[src/gpsf_pkg.sv]
// ----------------------------------------------------------------------------
// gpsf_pkg
// Shared types, codes and constants of the gray point-op and sharpen filter.
// ----------------------------------------------------------------------------
package gpsf_pkg;

  // Default frame limits, handed to the top level parameters.
  localparam int DEF_MAX_WIDTH  = 2048;
  localparam int DEF_MAX_HEIGHT = 2048;

  // Fixed field and register widths.
  localparam int PIX_W      = 8;
  localparam int MODE_W     = 3;
  localparam int DIM_REG_W  = 12;
  localparam int APB_ADDR_W = 4;
  localparam int APB_DATA_W = 32;
  localparam int DIM_RESET  = 2048;

  // Operation codes held in the mode register.
  localparam logic [MODE_W-1:0] MODE_BINARIZE = 3'd0;
  localparam logic [MODE_W-1:0] MODE_INVERT   = 3'd1;
  localparam logic [MODE_W-1:0] MODE_BRIGHTEN = 3'd2;
  localparam logic [MODE_W-1:0] MODE_SHARPEN  = 3'd3;
  localparam logic [MODE_W-1:0] MODE_PASS     = 3'd4;

  // Register indexes, taken from paddr[3:2].
  localparam logic [1:0] REG_MODE   = 2'd0;
  localparam logic [1:0] REG_WIDTH  = 2'd1;
  localparam logic [1:0] REG_HEIGHT = 2'd2;

  // Request command codes.
  localparam logic CMD_PIXEL = 1'b0;
  localparam logic CMD_DRAIN = 1'b1;

  // Point-operation constants.
  localparam logic [PIX_W-1:0] THRESHOLD   = 8'd127;
  localparam logic [PIX_W-1:0] PIX_MAX     = 8'd255;
  localparam logic [PIX_W-1:0] BRIGHT_STEP = 8'd50;
  localparam int               SHARP_GAIN  = 5;

  // Depth of the result queue in front of the output channel.
  localparam int OUT_FIFO_DEPTH = 4;

  typedef logic [PIX_W-1:0] pixel_t;

  // Per-result control that travels alongside the line store read.
  typedef struct packed {
    logic border;
    logic last;
  } emit_info_t;

endpackage

[src/gpsf_pix_out_if.sv]
// ----------------------------------------------------------------------------
// gpsf_pix_out_if
// Result channel: processed pixel and end-of-frame flag with valid/ready.
// ----------------------------------------------------------------------------
interface gpsf_pix_out_if import gpsf_pkg::*; ();
  logic   valid;
  logic   ready;
  pixel_t pixel_out;
  logic   last_of_frame;

  modport source (output valid, output pixel_out, output last_of_frame, input ready);
  modport sink   (input valid, input pixel_out, input last_of_frame, output ready);
endinterface

[src/gpsf_out_fifo.sv]
// ----------------------------------------------------------------------------
// gpsf_out_fifo
// Small result queue that decouples the kernel from output back-pressure.
// ----------------------------------------------------------------------------
module gpsf_out_fifo import gpsf_pkg::*; #(
  localparam int CNT_W = $clog2(OUT_FIFO_DEPTH + 1)
) (
  input  logic                  clk,
  input  logic                  rst,
  input  logic                  push,
  input  pixel_t                push_pixel,
  input  logic                  push_last,
  output logic [CNT_W-1:0]      count,
  gpsf_pix_out_if.source        res
);

  localparam int PTR_W = $clog2(OUT_FIFO_DEPTH);

  logic [PIX_W:0]     entry [OUT_FIFO_DEPTH];
  logic [PTR_W-1:0]   wr_ptr;
  logic [PTR_W-1:0]   rd_ptr;
  logic               pop;

  // Head of the queue drives the result channel.
  always_comb begin
    res.valid         = (count != '0);
    pop               = (count != '0) && res.ready;
    res.pixel_out     = entry[rd_ptr][PIX_W-1:0];
    res.last_of_frame = entry[rd_ptr][PIX_W];
  end

  // Queue storage.
  always_ff @(posedge clk) begin
    if (push) begin
      entry[wr_ptr] <= {push_last, push_pixel};
    end
  end

  // Pointers and fill count.
  always_ff @(posedge clk) begin
    if (rst) begin
      wr_ptr <= '0;
      rd_ptr <= '0;
      count  <= '0;
    end else begin
      if (push) begin
        wr_ptr <= (wr_ptr == PTR_W'(OUT_FIFO_DEPTH - 1)) ? '0 : wr_ptr + 1'b1;
      end
      if (pop) begin
        rd_ptr <= (rd_ptr == PTR_W'(OUT_FIFO_DEPTH - 1)) ? '0 : rd_ptr + 1'b1;
      end
      case ({push, pop})
        2'b10:   count <= count + 1'b1;
        2'b01:   count <= count - 1'b1;
        default: count <= count;
      endcase
    end
  end

`ifndef SYNTH
  a_no_overflow: assert property (@(posedge clk) disable iff (rst)
    push |-> (count < CNT_W'(OUT_FIFO_DEPTH)))
    else $error("result queue written while full");
`endif

endmodule
[src/flat_wrapper.sv]
// flat-port wrapper written by rule: the top's interface ports become plain ports
module gpsf_out_fifo_flat import gpsf_pkg::*;
#(
  localparam int CNT_W = $clog2(OUT_FIFO_DEPTH + 1)
)
  (clk, rst, push, push_pixel, push_last, count, res_valid, res_pixel_out, res_last_of_frame, res_ready);
  gpsf_pix_out_if res_i ();
  input  logic clk;
  input  logic rst;
  input  logic push;
  input  pixel_t push_pixel;
  input  logic push_last;
  output logic [CNT_W-1:0] count;
  output wire logic [$bits(res_i.valid)-1:0] res_valid;
  output wire logic [$bits(res_i.pixel_out)-1:0] res_pixel_out;
  output wire logic [$bits(res_i.last_of_frame)-1:0] res_last_of_frame;
  input wire logic [$bits(res_i.ready)-1:0] res_ready;
  assign res_valid = res_i.valid;
  assign res_pixel_out = res_i.pixel_out;
  assign res_last_of_frame = res_i.last_of_frame;
  assign res_i.ready = res_ready;
  gpsf_out_fifo u_core (.clk(clk), .rst(rst), .push(push), .push_pixel(push_pixel), .push_last(push_last), .count(count), .res(res_i));
endmodule
[config.mk]
export PLATFORM = sky130hd
export DESIGN_NAME = gpsf_out_fifo_flat
export DESIGN_NICKNAME = d
export VERILOG_FILES = /design/src/gpsf_pkg.sv /design/src/gpsf_pix_out_if.sv /design/src/gpsf_out_fifo.sv /design/src/flat_wrapper.sv
export SDC_FILE = /design/constraint.sdc
export NUM_CORES = 1
export LEC_CHECK = 0
export ABC_CLOCK_PERIOD_IN_PS = 4000
export BUFFER_PORTS_ARGS = -buffer_cell sky130_fd_sc_hd__buf_4
export CAP_MARGIN = 20
export CORE_MARGIN = 2
export CORE_UTILIZATION = 61
export CTS_BUF_LIST = sky130_fd_sc_hd__clkbuf_4 sky130_fd_sc_hd__clkbuf_8
export CTS_CLUSTER_DIAMETER = 80
export DETAILED_ROUTE_END_ITERATION = 10
export PLACE_DENSITY = 0.91
export SLEW_MARGIN = 15
export SYNTH_ARGS = -nofsm -noshare
export SYNTH_HDL_FRONTEND = slang
export SYNTH_SLANG_ARGS = --single-unit
[constraint.sdc]
create_clock -name clk -period 4 [get_ports clk]
set_input_delay 0.8 -clock clk [delete_from_list [all_inputs] [get_ports clk]]
set_output_delay 0.8 -clock clk [all_outputs]
set_load 0.01 [all_outputs]
==> impl_metrics.py <==
metrics = {
    "critical_path": {
        "critical_path_peak_fanout": 9,
        "crit_path_max_incr_delay_ns": 0.68,
        "cp_slowest_cell": "dfxtp_1",
        "crit_type": "flop to output pin",
        "cp.required_ns": 3.20,
        "crit_chain": "mux4_1 > buf_4",
        "worst_setup_path_end_kind": "output pin",
        "cp-start-kind": "flop",
        "worstPathArrival_ns": 1.83,
    },
    "global_routing": {
        "grt_pass1_vias": 910,
        "grt_use_total_pct": 19.0,
        "overflow": 0,
        "grt_antenna_before_repair": 0,
        "grt_max_degree": 14,
        "grt_pass1_wl_mm": 4.42,
    },
    "floorplan": {
        "fp.coreArea_um2": 2760,
        "start_util_pct": 64.7,
        "die_h_um": 58.1,
        "io_pins": 26,
        "fp-row-count": 19,
        "dieWidth_um": 58.1,
        "die_area_um2": 3380,
    },
    "timing": {
        "post-route-period-util_pct": 65.7,
        "slew_headroom_pct": 64.1,
        "setup_viol": 0,
        "rsz0062_at_grt": "no",
        "setup_tns_ns": 0,
        "hold_violations": 0,
        "drv_slew": 0,
        "worst_slew_pin_slew_ns": 0.538,
        "max_freq_mhz": 381,
        "final.setup.worst_slack_ns": 1.37,
        "fin_skew_ns": 0.00666,
        "timing.final.crit_period_ns": 2.63,
    },
    "yosys": {
        "synth_nets": 115,
        "synthCells": 95,
        "synth.distinct_cells": 21,
        "ys_async_sr_fraction_pct": 0,
        "synth.most_common_cell": "edfxtp_1",
        "synth_ff_type": "edfxtp_1",
        "synth_common_cells": "36 x edfxtp_1, 9 x dfxtp_1, 7 x inv_1",
        "synth_seq_cells": 45,
        "synth_edf_count": 36,
        "syn_area_um2": 1790,
        "ys_top_cells_by_area": "edfxtp_1 61%, dfxtp_1 10%, mux4_1 7.4%",
        "postSynthAreaPerCell_um2": 18.8,
        "yosysWarnings": 0,
        "yosys.area.top_type": "edfxtp_1",
        "yosysSeqAreaShare_pct": 70.6,
        "synth_top_area_share_pct": 60.5,
    },
    "cts": {
        "path_clk_slew_ns": 0.12,
        "clockBufferDepth": 2,
        "clk_latency_ns": 0.35,
        "root_buffer": "clkbuf_4",
        "cts_tree": "done",
        "cts-resized-gates": 0,
        "postCtsHoldBufs": 0,
        "post_cts_buffers": 0,
        "htree_levels": 2,
        "numCtsBuffers": 5,
        "clock_sinks": 45,
    },
    "routing": {
        "wirelength_mm": 2.80,
        "antenna_left": 0,
        "drt-pass1-iter-count": 4,
        "wl_per_cell_um": 17.9,
        "drc_errors": 0,
        "drt_iter0_drc": 37,
        "num_vias": 896,
        "avgViaCountPerCell": 5.71,
    },
    "pwr": {
        "p_clk_share_pct": 23.5,
        "p_switching_mw": 0.303,
        "p_total_mw": 1.14,
        "p_per_area_nw_per_um2": 549,
        "pwr-share-comb_pct": 24.4,
        "p_int_mw": 0.837,
        "p_sw_share_pct": 26.6,
        "leakagePower_nw": 0.775,
        "ir_worst_vdd_mv": 0.573,
        "pwr-share-seq_pct": 52.1,
    },
    "place": {
        "dp.cells": 149,
        "io_buffers": 25,
        "gp_congestion": 0.747,
        "dpl_worst_slack_ns": 1.59,
        "dpl_cell_area_um2": 2000,
    },
    "finish": {
        "layout-drive-gt1-share_pct": 31.0,
        "nFillCells": 176,
        "stdcell_area_um2": 2080,
        "finalNonFillerCells": 157,
        "finalNetCount": 145,
        "area_growth_syn_to_layout_pct": 16.3,
        "antenna_cells": 0,
    },
    "job": {
        "cap_violations": 0,
    },
    "hold_path": {
        "hold_class": "flop to flop",
    },
    "status": {
        "status": "complete, no violations",
    },
}
-- worst paths after layout --
kind | from | depth (start not counted) | slack, ns | end
setup reg to reg | u_core.count[0] | 8 | 1.96 | u_core.count[2]
hold / removal | u_core.rd_ptr[0] | 2 | 0.52 | flop
hold reg to reg | u_core.rd_ptr[0] | 2 | 0.52 | flop
setup / recovery | flop | 2 | 1.37 | res_pixel_out[7]
-- logic make-up after synthesis --
group	share of synthesized area (%)
flip-flops	70.6
multiplexers	13.5
adder cells (fa/ha/maj)	5.33
buffers and inverters	2.31
XOR/XNOR	0.981
AND/OR/NAND/NOR	4.41
AO/OA/AOI/OAI	2.80
-- critical path, delay by kind of cell (launching register included) --
kind	cells	cell delay, ns
buffers and inverters	1	0.16
DFF	1	0.68
muxes	1	0.64
-- placed cells by master, fill, tap and decap left out, types with 2 or more instances in the layout --
master,count
edfxtp_1,36
buf_4,25
dfxtp_1,9
inv_1,7
nor2_1,6
ha_1,6
clkbuf_4,6
mux4_1,5
mux4_2,4
and2_1,4
a21oi_1,3
xor2_1,2
or3_1,2
mux2i_1,2
-- metrics by stage --
stage	hold slack [ns]	util (%)
finish	0.522	75.3
CTS	0.528	75.3
global route	0.544	75.3
floorplan	0.462	-
global placement	0.481	72.4
detailed placement	0.508	72.4
-- cell type report --
type                       instances  area, um2  share of cell area [%]
timing repair buffer              25        188                    9.04
tap                               31       38.8                    1.87
sequential                        45       1260                    60.8
clock inverter                     2       33.8                    1.63
multi-input combinational         41        483                    23.3
clock buffer                       6       45.0                    2.17
inverter                           7       26.3                    1.27
-- metal layers --
layer / part of all wire, % / global-route usage, % / vias to the layer above
li1: - / - / 423
met2: 52 / 31.0 / 30
met4: 1.9 / 8.64 / 0
met5: 0 / 0 / -
met1: 40 / 23.1 / 438
met3: 5.7 / 6.47 / 5
-- power by group through the flow --
stage | clock network [mW] | registers [mW] | logic, mW
floorplan | 0 | 0.585 | 0.183
global placement | 0 | 0.600 | 0.265
detailed placement | 0 | 0.605 | 0.279
CTS | 0.272 | 0.594 | 0.282
global route | 0.289 | 0.599 | 0.304
finish | 0.268 | 0.594 | 0.278
-- flip-flops by register name (all words and copies together), names as in the netlist, named ones only --
signal	count
u_core.wr_ptr	2
u_core.rd_ptr	2
u_core.count	3
u_core.entry	36
Power figures use the tool's default switching activity.
