**config.mk**
```make
export PLATFORM = sky130hd
export DESIGN_NAME = gpsf_kernel
export DESIGN_NICKNAME = d
export VERILOG_FILES = /design/src/gpsf_pkg.sv /design/src/gpsf_kernel.sv
export SDC_FILE = /design/constraint.sdc
export NUM_CORES = 1
export LEC_CHECK = 0
export ABC_AREA = 1
export CELL_PAD_IN_SITES_DETAIL_PLACEMENT = 0
export CELL_PAD_IN_SITES_GLOBAL_PLACEMENT = 1
export CORE_AREA = 3 3 94 96
export DETAILED_ROUTE_END_ITERATION = 7
export DIE_AREA = 0 0 97 99
export DONT_BUFFER_PORTS = 1
export PLACE_DENSITY = 0.54
export SYNTH_ARGS = -nofsm -noshare
export SYNTH_HDL_FRONTEND = slang
export SYNTH_SLANG_ARGS = --single-unit
```
**constraint.sdc**
```tcl
create_clock -name clk -period 4.45 [get_ports clk]
set_input_delay 0.445 -clock clk [delete_from_list [all_inputs] [get_ports clk]]
set_output_delay 0.445 -clock clk [all_outputs]
set_load 0.01 [all_outputs]
```
**src/gpsf_pkg.sv**
```systemverilog
// ----------------------------------------------------------------------------
// gpsf_pkg
// Shared types, codes and constants of the gray point-op and sharpen filter.
// ----------------------------------------------------------------------------
package gpsf_pkg;

  // Default frame limits, handed to the top level parameters.
  localparam int DEF_MAX_WIDTH  = 2048;
  localparam int DEF_MAX_HEIGHT = 2048;

  // Fixed field and register widths.
  localparam int PIX_W      = 8;
  localparam int MODE_W     = 3;
  localparam int DIM_REG_W  = 12;
  localparam int APB_ADDR_W = 4;
  localparam int APB_DATA_W = 32;
  localparam int DIM_RESET  = 2048;

  // Operation codes held in the mode register.
  localparam logic [MODE_W-1:0] MODE_BINARIZE = 3'd0;
  localparam logic [MODE_W-1:0] MODE_INVERT   = 3'd1;
  localparam logic [MODE_W-1:0] MODE_BRIGHTEN = 3'd2;
  localparam logic [MODE_W-1:0] MODE_SHARPEN  = 3'd3;
  localparam logic [MODE_W-1:0] MODE_PASS     = 3'd4;

  // Register indexes, taken from paddr[3:2].
  localparam logic [1:0] REG_MODE   = 2'd0;
  localparam logic [1:0] REG_WIDTH  = 2'd1;
  localparam logic [1:0] REG_HEIGHT = 2'd2;

  // Request command codes.
  localparam logic CMD_PIXEL = 1'b0;
  localparam logic CMD_DRAIN = 1'b1;

  // Point-operation constants.
  localparam logic [PIX_W-1:0] THRESHOLD   = 8'd127;
  localparam logic [PIX_W-1:0] PIX_MAX     = 8'd255;
  localparam logic [PIX_W-1:0] BRIGHT_STEP = 8'd50;
  localparam int               SHARP_GAIN  = 5;

  // Depth of the result queue in front of the output channel.
  localparam int OUT_FIFO_DEPTH = 4;

  typedef logic [PIX_W-1:0] pixel_t;

  // Per-result control that travels alongside the line store read.
  typedef struct packed {
    logic border;
    logic last;
  } emit_info_t;

endpackage

```
**src/gpsf_kernel.sv**
```systemverilog
// ----------------------------------------------------------------------------
// gpsf_kernel
// Applies the selected point operation or the cross sharpen to the pixel
// read from the line store.
// ----------------------------------------------------------------------------
module gpsf_kernel import gpsf_pkg::*; (
  input  logic              clk,
  input  logic              s1_valid,
  input  emit_info_t        s1_info,
  input  logic [MODE_W-1:0] mode,
  input  pixel_t            up,
  input  pixel_t            dn,
  input  pixel_t            center,
  input  pixel_t            right,
  output logic              res_valid,
  output pixel_t            res_pixel,
  output logic              res_last
);

  localparam int SUM_W = 12;

  pixel_t             left;
  logic [SUM_W-1:0]   five_c;
  logic [SUM_W-1:0]   nsum;
  logic [SUM_W-1:0]   diff;
  pixel_t             sharp;
  logic [PIX_W:0]     bright;

  // The left neighbor is the center of the previous emitted pixel.
  always_ff @(posedge clk) begin
    if (s1_valid) begin
      left <= center;
    end
  end

  // Sharpen value, clipped to the pixel range.
  always_comb begin
    five_c = SUM_W'(center) * SUM_W'(SHARP_GAIN);
    nsum   = SUM_W'(up) + SUM_W'(dn) + SUM_W'(left) + SUM_W'(right);
    diff   = five_c - nsum;
    if (diff[SUM_W-1]) begin
      sharp = '0;
    end else if (diff[SUM_W-2:PIX_W] != '0) begin
      sharp = PIX_MAX;
    end else begin
      sharp = diff[PIX_W-1:0];
    end
    bright = (PIX_W + 1)'(center) + (PIX_W + 1)'(BRIGHT_STEP);
  end

  // Operation select.
  always_comb begin
    case (mode)
      MODE_BINARIZE: res_pixel = (center > THRESHOLD) ? PIX_MAX : '0;
      MODE_INVERT:   res_pixel = PIX_MAX - center;
      MODE_BRIGHTEN: res_pixel = bright[PIX_W] ? PIX_MAX : bright[PIX_W-1:0];
      MODE_SHARPEN:  res_pixel = s1_info.border ? center : sharp;
      default:       res_pixel = center;
    endcase
    res_valid = s1_valid;
    res_last  = s1_info.last;
  end

endmodule

```
==> impl.org <==
** Run status
- Outcome :: finished with violations
- The final reports fail on setup timing.

** Clock network
- Clock tree from TritonCTS :: done
- CTS built an H-tree with a depth of 1.
- Clock slew at reported path FFs :: 0.05 ns
- TritonCTS Buffers :: 3
- Clock tree synthesis found a total of 8 sinks.
- The cell sitting at the root of the clock tree is a sky130_fd_sc_hd__clkbuf_8.
- Max Buffers Root-to-Sink :: 2

** Synthesis
- The number of nets in the synthesized netlist is 425.
- After Yosys synthesis, XOR and XNOR cells account for 3.71% of the synthesized area.
- Register area share after synthesis :: 10.0%
- A synthesized cell averages 7.21 um2.
- Synth Instances :: 332
- After Yosys synthesis, full adders, half adders and majority gates account for 37.7% of the synthesized area.
- Share of synthesized cell area in and, or, nand and nor gates :: 22.2%
- Register bit total from synthesis :: 8
- Combinational family with the most area after synthesis :: adder cells
- Post-synth design cell area :: 2390 um2
- Warnings from Yosys :: 0
- Portion of netlist area occupied by mux cells :: 0%
- Yosys cell types :: 30
- Summing the areas of all compound-gate instances in the mapped netlist gives 9.05% of the synthesized area.

** Drt
- Summed over all layers, the routed wires come to 6010 um.
- DR DRC count :: 0
- DRT antenna net count :: 0
- Using the TritonRoute via totals, the vias-per-cell ratio works out to 4.53.
- Drt wl/cell :: 13.3 um
- Metal2 WL :: 3020 um
- The final route contains 2049 vias.
- Detailed-routing iteration count for the pre-antenna-repair pass :: 4
- Routed length on met1 :: 2660 um
- In the detailed route, the total length drawn on met3 is 291 um.
- After detailed routing, no signal wire sits above met4.
- Drt first-iter violations :: 62

** Timing
- The routed design could run at a clock period as short as 4.67 ns.
- Final Worst Setup Slack :: -0.223 ns
- Least-Margin Pin Slew :: 0.584 ns
- Final period utilization :: 105%
- The tightest hold path in the finished design has a slack of 0.308 ns.
- Measured against its own limit, the worst slew margin works out to 60.7%.
- Achievable Freq :: 214 MHz
- Setup repair after global routing could not meet its margin everywhere.
- Slew Limit Fails :: 0
- Count of endpoints failing setup in the final report :: 8
- The number of endpoints with negative hold slack in the final report is 0.

** GRT
- Global routing used 13.1% of the available tracks across all layers.
- Vias in the first global route :: 2138
- Maximum number of pins on one net before global-route repair :: 11
- For this run the aggregate overflow at the end of global routing stands at 0.
- First-pass GRT wire length :: 10200 um
- The initial antenna violation count is 0.

** Final layout
- Regs by FF count :: left (8)
- ANT cells :: 0
- Layout overhead on the synthesized area :: 23.5%
- For this run, the share of the core covered by cells in the final layout is 36.3%.
- Top register by number of flip-flops :: left
- Number of nets in the layout :: 442
- Of the cells placed in the final design, the portion with a size suffix greater than 1 is 25.9%.
- Layout filler cell count :: 900
- Flip-flop count of the largest register after layout :: 8

** Min path
- Counting instances, the worst hold path has a depth of 0.
- Startpoint of the lowest-slack hold path :: center[7]
- Min-Delay Path Class :: input port to flop
- The path with the worst hold slack has its endpoint at left[7].

** Worst setup path
- STA puts the critical path data required time at 4.01 ns.
- Critical Setup Path Class :: flop to output pin
- STA classifies the critical path startpoint as a flop.
- Data arrives at the worst endpoint at 4.23 ns.
- Sort of element at the end of the critical path :: output pin
- Max Fanout on Critical Path :: 8

** Floorplan
- The floorplan has 33 rows.
- The die is 99 um tall.
- Core region area :: 8130 um2
- Area of the die :: 9600 um2
- The die is 97 um wide.
- IO Pins :: 49
- Once the floorplan was initialized, standard cells occupied 29.4% of the core.

** Job
- Max-cap violations in this run came to 0.

** Placed design
- Post-placement worst setup slack :: -0.242 ns
- I/O Buffers :: 0
- The congestion estimate from routability-driven global placement came to 0.773.
- Post-DP HPWL :: 5140 um

** Power
- VDD sags by at most 0.467 mV.
- For this design the static power due to leakage is 1.50 nW.
- Power per unit of standard cell area :: 788 nW/um2
- The design draws 2.33 mW.
-- worst max-delay path by stage --
| stage | start | slack, ns | end |
|---|---|---|---|
| 2_1_floorplan | dn[1] | 0.006 | res_pixel[0] |
| 5_1_grt | left[7] | -0.43 | res_pixel[0] |
| 3_5_place_dp | dn[7] | -0.24 | res_pixel[6] |
| 4_1_cts | left[3] | -0.22 | res_pixel[4] |
| 6_report | left[7] | -0.22 | res_pixel[3] |
| 3_3_place_gp | dn[7] | -0.26 | res_pixel[6] |
-- power by group --
| group | internal (mW) | switching (mW) | total [mW] |
|---|---|---|---|
| combinational | 0.998 | 1.15 | 2.15 |
| sequential | 0.0900 | 0.00161 | 0.0916 |
| clock | 0.0588 | 0.0310 | 0.0899 |
-- worst max-delay path: stages (launching register included) --
cell and delay, ns:
sky130_fd_sc_hd__edfxtp_1 0.32, sky130_fd_sc_hd__inv_1 0.05, sky130_fd_sc_hd__fa_1 0.49, sky130_fd_sc_hd__inv_2 0.04, sky130_fd_sc_hd__fa_1 0.53, sky130_fd_sc_hd__inv_1 0.05, sky130_fd_sc_hd__fa_1 0.52, sky130_fd_sc_hd__inv_1 0.05
sky130_fd_sc_hd__fa_1 0.48, sky130_fd_sc_hd__inv_2 0.05, sky130_fd_sc_hd__ha_4 0.27, sky130_fd_sc_hd__nand2_4 0.09, sky130_fd_sc_hd__inv_2 0.05, sky130_fd_sc_hd__a21oi_4 0.14, sky130_fd_sc_hd__nand2_1 0.06, sky130_fd_sc_hd__nand2_1 0.05
sky130_fd_sc_hd__nand2_1 0.06, sky130_fd_sc_hd__inv_2 0.06, sky130_fd_sc_hd__nor2_4 0.04, sky130_fd_sc_hd__buf_12 0.13, sky130_fd_sc_hd__nand3_2 0.06, sky130_fd_sc_hd__nand2_1 0.05, sky130_fd_sc_hd__nand2_1 0.06, sky130_fd_sc_hd__nand2_1 0.07
sky130_fd_sc_hd__a21oi_2 0.21
-- cell families after synthesis --
family | Yosys count
simple gates | 121
buf+inv | 108
xor+xnor | 8
fa+ha+maj | 54
flops | 8
compound gates | 33
-- per-stage QoR --
stage	area [um2]	TNS, ns	cells
2_1_floorplan	2440	0	332
3_3_place_gp	2640	-1.88	445
3_5_place_dp	2640	-1.75	445
4_1_cts	2910	-1.51	452
5_1_grt	2950	-3.08	452
6_report	2950	-1.53	452
-- cell type report --
| class | instances | area, um2 | share of cell area, % |
|---|---|---|---|
| clock buffers | 3 | 41.3 | 1.40 |
| multi-input cells | 216 | 2010 | 68.1 |
| inverters | 104 | 393 | 13.3 |
| well taps | 105 | 131 | 4.45 |
| flip-flops and latches | 8 | 240 | 8.13 |
| repair buffers | 16 | 136 | 4.62 |
-- layout by cell type, fill, tap and decap left out, types with 2 or more instances in the layout --
cell type and n:
sky130_fd_sc_hd__fa_2 3, sky130_fd_sc_hd__a21oi_4 7, sky130_fd_sc_hd__nor4_1 2, sky130_fd_sc_hd__edfxtp_1 8
sky130_fd_sc_hd__nand4_1 2, sky130_fd_sc_hd__inv_2 17, sky130_fd_sc_hd__nand2_4 8, sky130_fd_sc_hd__xnor2_1 5
sky130_fd_sc_hd__nand3_1 10, sky130_fd_sc_hd__clkbuf_8 3, sky130_fd_sc_hd__nand3_2 10, sky130_fd_sc_hd__a21oi_2 6
sky130_fd_sc_hd__inv_1 85, sky130_fd_sc_hd__nor3_1 7, sky130_fd_sc_hd__buf_4 14, sky130_fd_sc_hd__ha_4 6
sky130_fd_sc_hd__a21oi_1 13, sky130_fd_sc_hd__a31oi_1 2, sky130_fd_sc_hd__o21ai_0 2, sky130_fd_sc_hd__fa_1 27
sky130_fd_sc_hd__nand2_1 52, sky130_fd_sc_hd__ha_1 17, sky130_fd_sc_hd__nand2_2 6, sky130_fd_sc_hd__nor2_4 3
sky130_fd_sc_hd__xor2_1 2, sky130_fd_sc_hd__nor2_1 18
-- cell usage after synthesis --
cell type,instances,area share [%]
sky130_fd_sc_hd__or2_2,1,0.26
sky130_fd_sc_hd__a21oi_1,16,3.3
sky130_fd_sc_hd__a31oi_1,2,0.52
sky130_fd_sc_hd__a21oi_4,1,0.68
sky130_fd_sc_hd__o22ai_1,1,0.26
sky130_fd_sc_hd__inv_2,11,1.7
sky130_fd_sc_hd__o21ai_1,1,0.21
sky130_fd_sc_hd__fa_1,30,25
sky130_fd_sc_hd__clkinv_1,1,0.16
sky130_fd_sc_hd__nand2_4,2,0.94
sky130_fd_sc_hd__inv_1,92,14
sky130_fd_sc_hd__nor2_1,20,3.1
sky130_fd_sc_hd__a211oi_1,1,0.31
sky130_fd_sc_hd__xor2_1,2,0.73
sky130_fd_sc_hd__nor2_4,1,0.47
sky130_fd_sc_hd__o21ai_0,2,0.42
sky130_fd_sc_hd__ha_1,24,13
sky130_fd_sc_hd__nand3b_1,1,0.31
sky130_fd_sc_hd__nand2_1,63,9.9
sky130_fd_sc_hd__nor3_1,8,1.7
sky130_fd_sc_hd__edfxtp_1,8,10
sky130_fd_sc_hd__nand4_1,2,0.52
sky130_fd_sc_hd__xnor2_1,5,1.8
sky130_fd_sc_hd__nor4_1,2,0.52
sky130_fd_sc_hd__nand3_1,20,4.2
sky130_fd_sc_hd__buf_2,2,0.42
sky130_fd_sc_hd__buf_4,2,0.63
sky130_fd_sc_hd__nand2_2,1,0.26
sky130_fd_sc_hd__xor2_4,1,1.2
sky130_fd_sc_hd__a21oi_2,9,3.3
-- per-layer routing --
layer | vias up | track usage [%]
met1 | 967 | 16.4
li1 | 1034 | -
met3 | 4 | 3.26
met5 | - | 0
met2 | 44 | 23.1
met4 | 0 | 2.27
-- what timing repair did --
| action | in CTS | in global routing |
|---|---|---|
| setup endpoints to repair | 8 | 8 |
| pin swaps | 35 | 9 |
| hold buffers | 0 | 0 |
| buffers inserted | 4 | 0 |
| resized for setup | 40 | 14 |
Power figures use the tool's default switching activity.
