<file path="config.mk">
export PLATFORM = sky130hd
export DESIGN_NAME = gpsf_seq
export DESIGN_NICKNAME = d
export VERILOG_FILES = /design/src/gpsf_pkg.sv /design/src/gpsf_seq.sv
export SDC_FILE = /design/constraint.sdc
export NUM_CORES = 1
export LEC_CHECK = 0
export BUFFER_PORTS_ARGS = -buffer_cell sky130_fd_sc_hd__clkbuf_2
export CORE_MARGIN = 2
export CORE_UTILIZATION = 55
export CTS_CLUSTER_DIAMETER = 50
export DETAILED_ROUTE_END_ITERATION = 8
export PLACE_DENSITY = 0.9
export SETUP_SLACK_MARGIN = 0.2
export SLEW_MARGIN = 10
export SYNTH_ARGS = -nofsm -noshare
export SYNTH_HDL_FRONTEND = slang
export SYNTH_SLANG_ARGS = --single-unit
</file>
<file path="constraint.sdc">
create_clock -name clk -period 7.9 [get_ports clk]
set_input_delay 1.58 -clock clk [delete_from_list [all_inputs] [get_ports clk]]
set_output_delay 1.58 -clock clk [all_outputs]
set_load 0.02 [all_outputs]
</file>
<file path="src/gpsf_pkg.sv">
// ----------------------------------------------------------------------------
// gpsf_pkg
// Shared types, codes and constants of the gray point-op and sharpen filter.
// ----------------------------------------------------------------------------
package gpsf_pkg;

  // Default frame limits, handed to the top level parameters.
  localparam int DEF_MAX_WIDTH  = 2048;
  localparam int DEF_MAX_HEIGHT = 2048;

  // Fixed field and register widths.
  localparam int PIX_W      = 8;
  localparam int MODE_W     = 3;
  localparam int DIM_REG_W  = 12;
  localparam int APB_ADDR_W = 4;
  localparam int APB_DATA_W = 32;
  localparam int DIM_RESET  = 2048;

  // Operation codes held in the mode register.
  localparam logic [MODE_W-1:0] MODE_BINARIZE = 3'd0;
  localparam logic [MODE_W-1:0] MODE_INVERT   = 3'd1;
  localparam logic [MODE_W-1:0] MODE_BRIGHTEN = 3'd2;
  localparam logic [MODE_W-1:0] MODE_SHARPEN  = 3'd3;
  localparam logic [MODE_W-1:0] MODE_PASS     = 3'd4;

  // Register indexes, taken from paddr[3:2].
  localparam logic [1:0] REG_MODE   = 2'd0;
  localparam logic [1:0] REG_WIDTH  = 2'd1;
  localparam logic [1:0] REG_HEIGHT = 2'd2;

  // Request command codes.
  localparam logic CMD_PIXEL = 1'b0;
  localparam logic CMD_DRAIN = 1'b1;

  // Point-operation constants.
  localparam logic [PIX_W-1:0] THRESHOLD   = 8'd127;
  localparam logic [PIX_W-1:0] PIX_MAX     = 8'd255;
  localparam logic [PIX_W-1:0] BRIGHT_STEP = 8'd50;
  localparam int               SHARP_GAIN  = 5;

  // Depth of the result queue in front of the output channel.
  localparam int OUT_FIFO_DEPTH = 4;

  typedef logic [PIX_W-1:0] pixel_t;

  // Per-result control that travels alongside the line store read.
  typedef struct packed {
    logic border;
    logic last;
  } emit_info_t;

endpackage

</file>
<file path="src/gpsf_seq.sv">
// ----------------------------------------------------------------------------
// gpsf_seq
// Ring pointers, pending count and raster position; issues line store
// writes and the neighborhood reads of each emitted pixel.
// ----------------------------------------------------------------------------
module gpsf_seq import gpsf_pkg::*; #(
  parameter  int MAX_WIDTH  = DEF_MAX_WIDTH,
  parameter  int MAX_HEIGHT = DEF_MAX_HEIGHT,
  localparam int WD_W       = $clog2(MAX_WIDTH + 1),
  localparam int HT_W       = $clog2(MAX_HEIGHT + 1),
  localparam int DEPTH      = 2 * MAX_WIDTH + 2,
  localparam int AW         = $clog2(DEPTH)
) (
  input  logic            clk,
  input  logic            rst,
  input  logic [WD_W-1:0] eff_w,
  input  logic [HT_W-1:0] eff_h,
  input  logic            in_fire,
  input  logic            in_cmd,
  output logic            wr_en,
  output logic [AW-1:0]   wr_addr,
  output logic            rd_en,
  output logic [AW-1:0]   rd_addr_up,
  output logic [AW-1:0]   rd_addr_dn,
  output logic [AW-1:0]   rd_addr_c,
  output logic [AW-1:0]   rd_addr_r,
  output logic            s1_valid,
  output emit_info_t      s1_info
);

  localparam int PEND_W = $clog2(MAX_WIDTH + 2);
  localparam int COL_W  = $clog2(MAX_WIDTH);
  localparam int ROW_W  = $clog2(MAX_HEIGHT);
  localparam logic [AW:0] DEPTH_X = (AW + 1)'(DEPTH);

  logic [AW-1:0]     rd_slot;
  logic [AW-1:0]     wr_slot;
  logic [PEND_W-1:0] pend;
  logic [COL_W-1:0]  col;
  logic [ROW_W-1:0]  row;
  logic              emit;
  logic              last_col;
  logic              last_row;
  logic              border;
  logic [AW:0]       dn_sum;
  logic [AW:0]       up_sum;

  // Emission decision and frame position of the pixel at the read slot.
  always_comb begin
    if (in_cmd == CMD_DRAIN) begin
      emit = in_fire && (pend != '0);
    end else begin
      emit = in_fire && (pend > PEND_W'(eff_w));
    end
    last_col = ((WD_W + 1)'(col) + (WD_W + 1)'(1)) >= (WD_W + 1)'(eff_w);
    last_row = ((HT_W + 1)'(row) + (HT_W + 1)'(1)) >= (HT_W + 1)'(eff_h);
    border   = (col == '0) || (row == '0) || last_col || last_row;
  end

  // Ring addresses of the cross neighborhood, modulo the ring depth.
  always_comb begin
    dn_sum     = (AW + 1)'(rd_slot) + (AW + 1)'(eff_w);
    up_sum     = (AW + 1)'(rd_slot) + DEPTH_X - (AW + 1)'(eff_w);
    rd_addr_dn = (dn_sum >= DEPTH_X) ? AW'(dn_sum - DEPTH_X) : AW'(dn_sum);
    rd_addr_up = (up_sum >= DEPTH_X) ? AW'(up_sum - DEPTH_X) : AW'(up_sum);
    rd_addr_c  = rd_slot;
    rd_addr_r  = (rd_slot == AW'(DEPTH - 1)) ? '0 : rd_slot + 1'b1;
    wr_en      = in_fire && (in_cmd == CMD_PIXEL);
    wr_addr    = wr_slot;
    rd_en      = emit;
  end

  // Pointers, pending count and raster counters.
  always_ff @(posedge clk) begin
    if (rst) begin
      rd_slot  <= '0;
      wr_slot  <= '0;
      pend     <= '0;
      col      <= '0;
      row      <= '0;
      s1_valid <= 1'b0;
    end else begin
      s1_valid <= emit;
      if (wr_en) begin
        wr_slot <= (wr_slot == AW'(DEPTH - 1)) ? '0 : wr_slot + 1'b1;
      end
      if (emit) begin
        rd_slot <= rd_addr_r;
        if (last_col) begin
          col <= '0;
          row <= last_row ? '0 : row + 1'b1;
        end else begin
          col <= col + 1'b1;
        end
      end
      case ({wr_en, emit})
        2'b10:   pend <= pend + 1'b1;
        2'b01:   pend <= pend - 1'b1;
        default: pend <= pend;
      endcase
    end
  end

  // Control that accompanies the read data into the kernel stage.
  always_ff @(posedge clk) begin
    if (emit) begin
      s1_info <= '{border: border, last: last_col && last_row};
    end
  end

`ifndef SYNTH
  a_pixel_emits: assert property (@(posedge clk) disable iff (rst)
    (in_fire && in_cmd == CMD_PIXEL && pend > PEND_W'(eff_w)) |=> s1_valid)
    else $error("pixel past the lag did not produce a result");

  a_drain_empty: assert property (@(posedge clk) disable iff (rst)
    (in_fire && in_cmd == CMD_DRAIN && pend == '0) |=> !s1_valid)
    else $error("drain with nothing pending produced a result");

  a_no_rw_clash: assert property (@(posedge clk) disable iff (rst)
    (wr_en && rd_en) |-> (wr_addr != rd_addr_up && wr_addr != rd_addr_dn &&
                          wr_addr != rd_addr_c && wr_addr != rd_addr_r))
    else $error("line store write collides with a neighborhood read");
`endif

endmodule

</file>
==> flow_summary.toml, run 1 <==
[grt]
grtUsageTotal = 0.2457
grt_pass1_wl_um = 25720
antenna_found_initial = 0
grt_pass1_vias = 5471
grt_overflow = 0
grt_max_degree = 53

[die]
coreArea_mm2 = 0.01137
die_area_mm2 = 0.01243
die_y_um = 111.5
die_w_um = 111.5
num_rows = 39
ios = 98
start_util = 0.5589

[finish]
nets = 1016
area_growth_pct = 14.22
fin_util = 0.6384
layout_common_cells = "97 x clkbuf_2, 93 x ha_1, 87 x nor2_1"
antenna_cells = 0
drive_gt1_frac = 0.1382
layout_commonest_cell = "clkbuf_2"
fill_cells = 946

[sta]
finalSetupViolCount = 0
worst_pin_slew_ns = 0.8413
timing.final.crit_period_ns = 6.911
finalHoldViolations = 0
fin_ws_ns = 0.9887
hold_ws_ns = 0.5021
rsz0062_at_grt = "no"
drv_slew = 0
fin_skew_ns = 0.004001
timing.final.crit_share = 0.8749
timing.setup.tns_ns = 0
relSlewSlack = 0.4380
clock.fmax_mhz = 144.7

[critical_path]
start_kind = "primary input"
reg2reg_from = "pend[0]"
endpoint_kind = "primary output"
r2r_slack_ns = 3.72
crit_path_max_fanout = 11
r2r_end = "pend[8]"
reg2regPathDepth = 17
crit_type = "in2out"
critPathLaunch = "eff_w[1]"
required_ns = 6.32
arrival_ns = 5.33

[logic_synthesis]
synth_edf_count = 2
syn-cell-area_mm2 = 0.006355
ys_types = 60
ys_seq_elements = 63
synthArstFlopShare = 0
synth_nets = 927
yosys.area.top_type = "dfxtp_1"
postSynthCellCount = 803
synth_top_area_share = 0.1922
ys_seq_area_frac = 0.2016
yosys_warnings = 0
synth_top_cells_by_area = "dfxtp_1 19%, ha_1 18%, xor2_1 8.1%"
synth_area_per_cell_um2 = 7.914
ys.flop_type = "dfxtp_1"

[clock_network]
ctsRootBufferMaster = "clkbuf_16"
clock-sinks = 63
cts_hold_buffers = 0
cts_max_level = 3
postCtsSetupBuffers = 0
insertion_delay_ns = 0.33
cts_resized = 0
clock_path_buffers = 2
cts_tree = "yes"
cts_buffers = 9
clkTransAtPathRegs_ns = 0.05

[drt]
routedWlPerCell_um = 14.79
drtPass1Iterations = 5
dr.first_iter.drc_count = 500
via_per_inst = 5.767
num_vias = 5998
post-route-drc-count = 0
detail-route-antenna-nets = 0
drt_wl_total_um = 15380

[placed_design]
dp_slack_ns = 0.9992
io_buffers = 97
hpwlAfterDp_um = 11920
gp_congestion = 0.9036

[min_path]
hold_class = "reg2reg"
worstHoldStart = "row[1]"
holdPathStages = 2
whs_endpoint = "row[1]"

[power_and_ir_drop]
cellLeakagePower_nw = 3.582
p_per_area_mw_per_mm2 = 141.7
worst_ir_drop_vdd_mv = 0.1047

[job]
maxCapViolCount = 0

[outcome]
status = "finished clean"
[critical path, cell delays in order]
cell,delay (ns)
clkbuf_2,0.12
ha_1,0.32
inv_1,0.06
ha_1,0.20
inv_1,0.07
fa_1,0.39
nand2b_1,0.17
a21oi_1,0.34
nor2_1,0.18
or4_1,0.47
or4b_1,0.57
a21o_1,0.33
or2b_1,0.22
xnor2_1,0.12
clkbuf_2,0.19
[metrics by stage]
step	instances	total power, W	cell area (um2)
floorplan	803	0.0005588	6355
global placement	1024	0.0006241	6959
detailed placement	1024	0.0006347	6959
CTS	1040	0.001029	7258
global route	1040	0.001080	7258
finish	1040	0.001028	7258
[flip-flops by register name (all words and copies together), names as in the netlist]
register and count:
rd_addr_c 13, wr_addr 13, pend 12, col 11
row 11, s1_info 2, s1_valid 1
[cell usage after synthesis (9+ instances only)]
| cell | count |
|---|---|
| xor2_1 | 59 |
| xnor2_1 | 47 |
| nor2_1 | 87 |
| a21o_1 | 18 |
| nor2b_1 | 13 |
| inv_1 | 62 |
| nand2b_1 | 11 |
| a21oi_1 | 50 |
| nand4_1 | 17 |
| nand2_1 | 48 |
| nand3_1 | 20 |
| dfxtp_1 | 61 |
| and3_1 | 23 |
| o21ai_0 | 19 |
| clkbuf_1 | 18 |
| a31oi_1 | 9 |
| ha_1 | 93 |
| nor3_1 | 14 |
| or3_1 | 18 |
| nor4_1 | 11 |
[routing by layer]
| layer | global-route usage | share of wire |
|---|---|---|
| met1 | 0.3164 | 0.45 |
| met2 | 0.4256 | 0.47 |
| met3 | 0.02613 | 0.048 |
| met4 | 0.09218 | 0.025 |
| met5 | 0 | 0 |
[logic make-up (layout without fill, tap and decap cells)]
family	count (synthesis)	after routing	synth area share
xor gates and xnor gates	106	106	0.1461
muxes	8	8	0.01280
and+or+nand+nor	293	293	0.2373
AOI/OAI and AO/OA	154	154	0.1589
DFF	63	63	0.2016
buffers and inverters	83	177	0.05080
adders and majority gates	96	96	0.1926
[worst max path at each step]
| stage | endpoint | slack, ns |
|---|---|---|
| finish | rd_addr_up[4] | 0.99 |
| global route | rd_addr_up[4] | 0.71 |
| CTS | rd_addr_up[4] | 0.97 |
| detailed placement | rd_addr_up[4] | 1.0 |
| global placement | rd_addr_up[4] | 1.11 |
| floorplan | rd_addr_up[1] | 1.46 |
[cell type report]
cell class	instances	area, um2	share of cell area
Multi-Input combinational cell	657	4766	0.6566
Sequential cell	63	1281	0.1765
Timing Repair Buffer	99	500.5	0.06895
Clock buffer	10	239.0	0.03293
Inverter	62	232.7	0.03206
Tap cell	143	178.9	0.02465
Clock inverter	6	60.06	0.008274
[where the power goes]
group          total, W  internal [W]  switching, W
Sequential     0.000351      0.000333     0.0000185
Clock          0.000396      0.000251      0.000145
Combinational  0.000281      0.000111      0.000170
Total           0.00103      0.000695      0.000333
Power figures use the tool's default switching activity.
==> run 2, diff against run 1 <==
--- a/config.mk
+++ b/config.mk
@@ -6,12 +6,13 @@
 export NUM_CORES = 1
 export LEC_CHECK = 0
 export BUFFER_PORTS_ARGS = -buffer_cell sky130_fd_sc_hd__clkbuf_2
+export CORE_ASPECT_RATIO = 1.25
 export CORE_MARGIN = 2
 export CORE_UTILIZATION = 55
 export CTS_CLUSTER_DIAMETER = 50
 export DETAILED_ROUTE_END_ITERATION = 8
-export PLACE_DENSITY = 0.9
-export SETUP_SLACK_MARGIN = 0.2
+export PLACE_DENSITY = 0.87
+export SETUP_SLACK_MARGIN = 0.3
 export SLEW_MARGIN = 10
 export SYNTH_ARGS = -nofsm -noshare
 export SYNTH_HDL_FRONTEND = slang
==> flow_summary.toml, run 2 (synthesized netlist as in run 1, its figures left out) <==
[critical_path]
endpoint_kind = "primary output"
arrival_ns = 5.31
max_stage_delay_ns = 0.56
r2r_end = "pend[8]"
reg2regPathDepth = 17
crit_type = "in2out"
required_ns = 6.32
slowest_stage = "or4b_1"
cp_num_buf_inv = 4
crit_path_max_fanout = 11
critical_path.cell_chain = "clkbuf_2 -> ha_1 -> inv_1 -> ha_1 -> inv_1 -> fa_1 -> nand2b_1 -> a21oi_1 -> nor2_1 -> or4_1 -> or4b_1 -> a21o_1 -> or2b_1 -> xnor2_1 -> clkbuf_2"
start_kind = "primary input"
critPathTopFamily = "simple AND/OR/NAND/NOR gates"
r2r_slack_ns = 3.55
reg2reg_from = "pend[0]"

[placed_design]
dp_slack_ns = 1.028
io_buffers = 97
gp_congestion = 0.9944
dpl_cell_area_mm2 = 0.006942
hpwlAfterDp_um = 12190

[finish]
layout_common_cells = "97 x clkbuf_2, 93 x ha_1, 87 x nor2_1"
fill_cells = 1002
nets = 1015
antenna_cells = 0
multi_input_area_mm2 = 0.004766
layout_commonest_cell = "clkbuf_2"
area_growth_pct = 13.47
final-seq-area_mm2 = 0.001281
drive_gt1_frac = 0.1350
fin_area_mm2 = 0.007211
fin_util = 0.6443

[sta]
worst_pin_slew_ns = 1.040
clock.fmax_mhz = 145.1
fin_ws_ns = 1.009
finalSetupViolCount = 0
timing.final.crit_period_ns = 6.891
finalHoldViolations = 0
relSlewSlack = 0.3068
fin_skew_ns = 0.007337
rsz0062_at_grt = "no"
timing.setup.tns_ns = 0
drv_slew = 0
timing.final.crit_share = 0.8722

[drt]
dr.first_iter.drc_count = 259
drtPass1Iterations = 4
wl_met2_um = 7920
drt_wl_total_um = 15700
highest_layer = "met4"
met3WireLength_um = 773
routedWlPerCell_um = 15.22
detail-route-antenna-nets = 0
post-route-drc-count = 0
wl_met1_um = 6337
num_vias = 6079
via_per_inst = 5.896

[grt]
grt_pass1_vias = 5927
grt_pass1_wl_um = 26380
grt_overflow = 0
antenna_found_initial = 0
grtUsageTotal = 0.2595
grt_max_degree = 53

[clock_network]
postCtsSetupBuffers = 0
cts_max_level = 3
cts_tree = "yes"
cts_hold_buffers = 0
insertion_delay_ns = 0.33
cts_resized = 0
cts_buffers = 9
clock_path_buffers = 2
clkTransAtPathRegs_ns = 0.05
ctsRootBufferMaster = "clkbuf_16"
clock-sinks = 63

[min_path]
whs_endpoint = "row[1]"
holdPathStages = 2
worstHoldStart = "row[1]"
hold_class = "reg2reg"

[power_and_ir_drop]
cellLeakagePower_nw = 3.565
worst_ir_drop_vdd_mv = 0.1105
p_per_area_mw_per_mm2 = 137.2
total_power_w = 0.0009893

[die]
start_util = 0.5679
die_w_um = 100.1
die_area_mm2 = 0.01244
num_rows = 43
die_y_um = 124.2
coreArea_mm2 = 0.01119
ios = 98

[outcome]
status = "finished clean"

[job]
maxCapViolCount = 0
[run 2: changes by cell type in the layout (fill, tap and decap cells not counted)]
cell | previous run | this run
buf_4 | 2 | 1
bufinv_16 | 1 | 0
clkbuf_1 | 0 | 2
clkinvlp_4 | 2 | 1
[run 2: power by group]
part | total (W) | internal (W) | switching [W]
Clock | 0.000356 | 0.000219 | 0.000137
Combinational | 0.000281 | 0.000111 | 0.000170
Sequential | 0.000352 | 0.000333 | 0.0000193
[run 2: final cells by class]
type                       instances  share of cell area
inverter                          62             0.03227
tap                              135             0.02343
sequential                        63              0.1777
multi-input combinational        657              0.6609
timing repair buffer              98             0.06837
clock inverter                     4            0.003123
clock buffer                      12             0.03418
[run 2: worst max path at each step]
stage | from | endpoint | cells past startpoint
global route | eff_w[1] | rd_addr_up[4] | 15
detailed placement | eff_w[1] | rd_addr_up[4] | 14
CTS | eff_w[1] | rd_addr_up[4] | 15
floorplan | eff_w[1] | rd_addr_up[1] | 12
finish | eff_w[1] | rd_addr_up[4] | 15
global placement | eff_w[1] | rd_addr_up[4] | 14
[run 2: tightest hold or removal path: cells and delay by family (launching register included)]
family          cells  cell delay [ns]
simple gates        1             0.07
flops               1             0.34
compound gates      1             0.05
[run 2: layer usage]
metal | track usage | vias to the layer above
met4 | 0.1361 | 0
li1 | - | 3011
met5 | 0 | -
met3 | 0.04040 | 57
met1 | 0.2816 | 2811
met2 | 0.4824 | 200
[run 2: per-stage QoR]
step,std cells,hold WS (ns)
final,1031,0.5043
after global routing,1031,0.5342
after CTS,1031,0.5051
after detailed placement,1015,0.4974
after global placement,1015,0.4814
after floorplan,803,0.4619
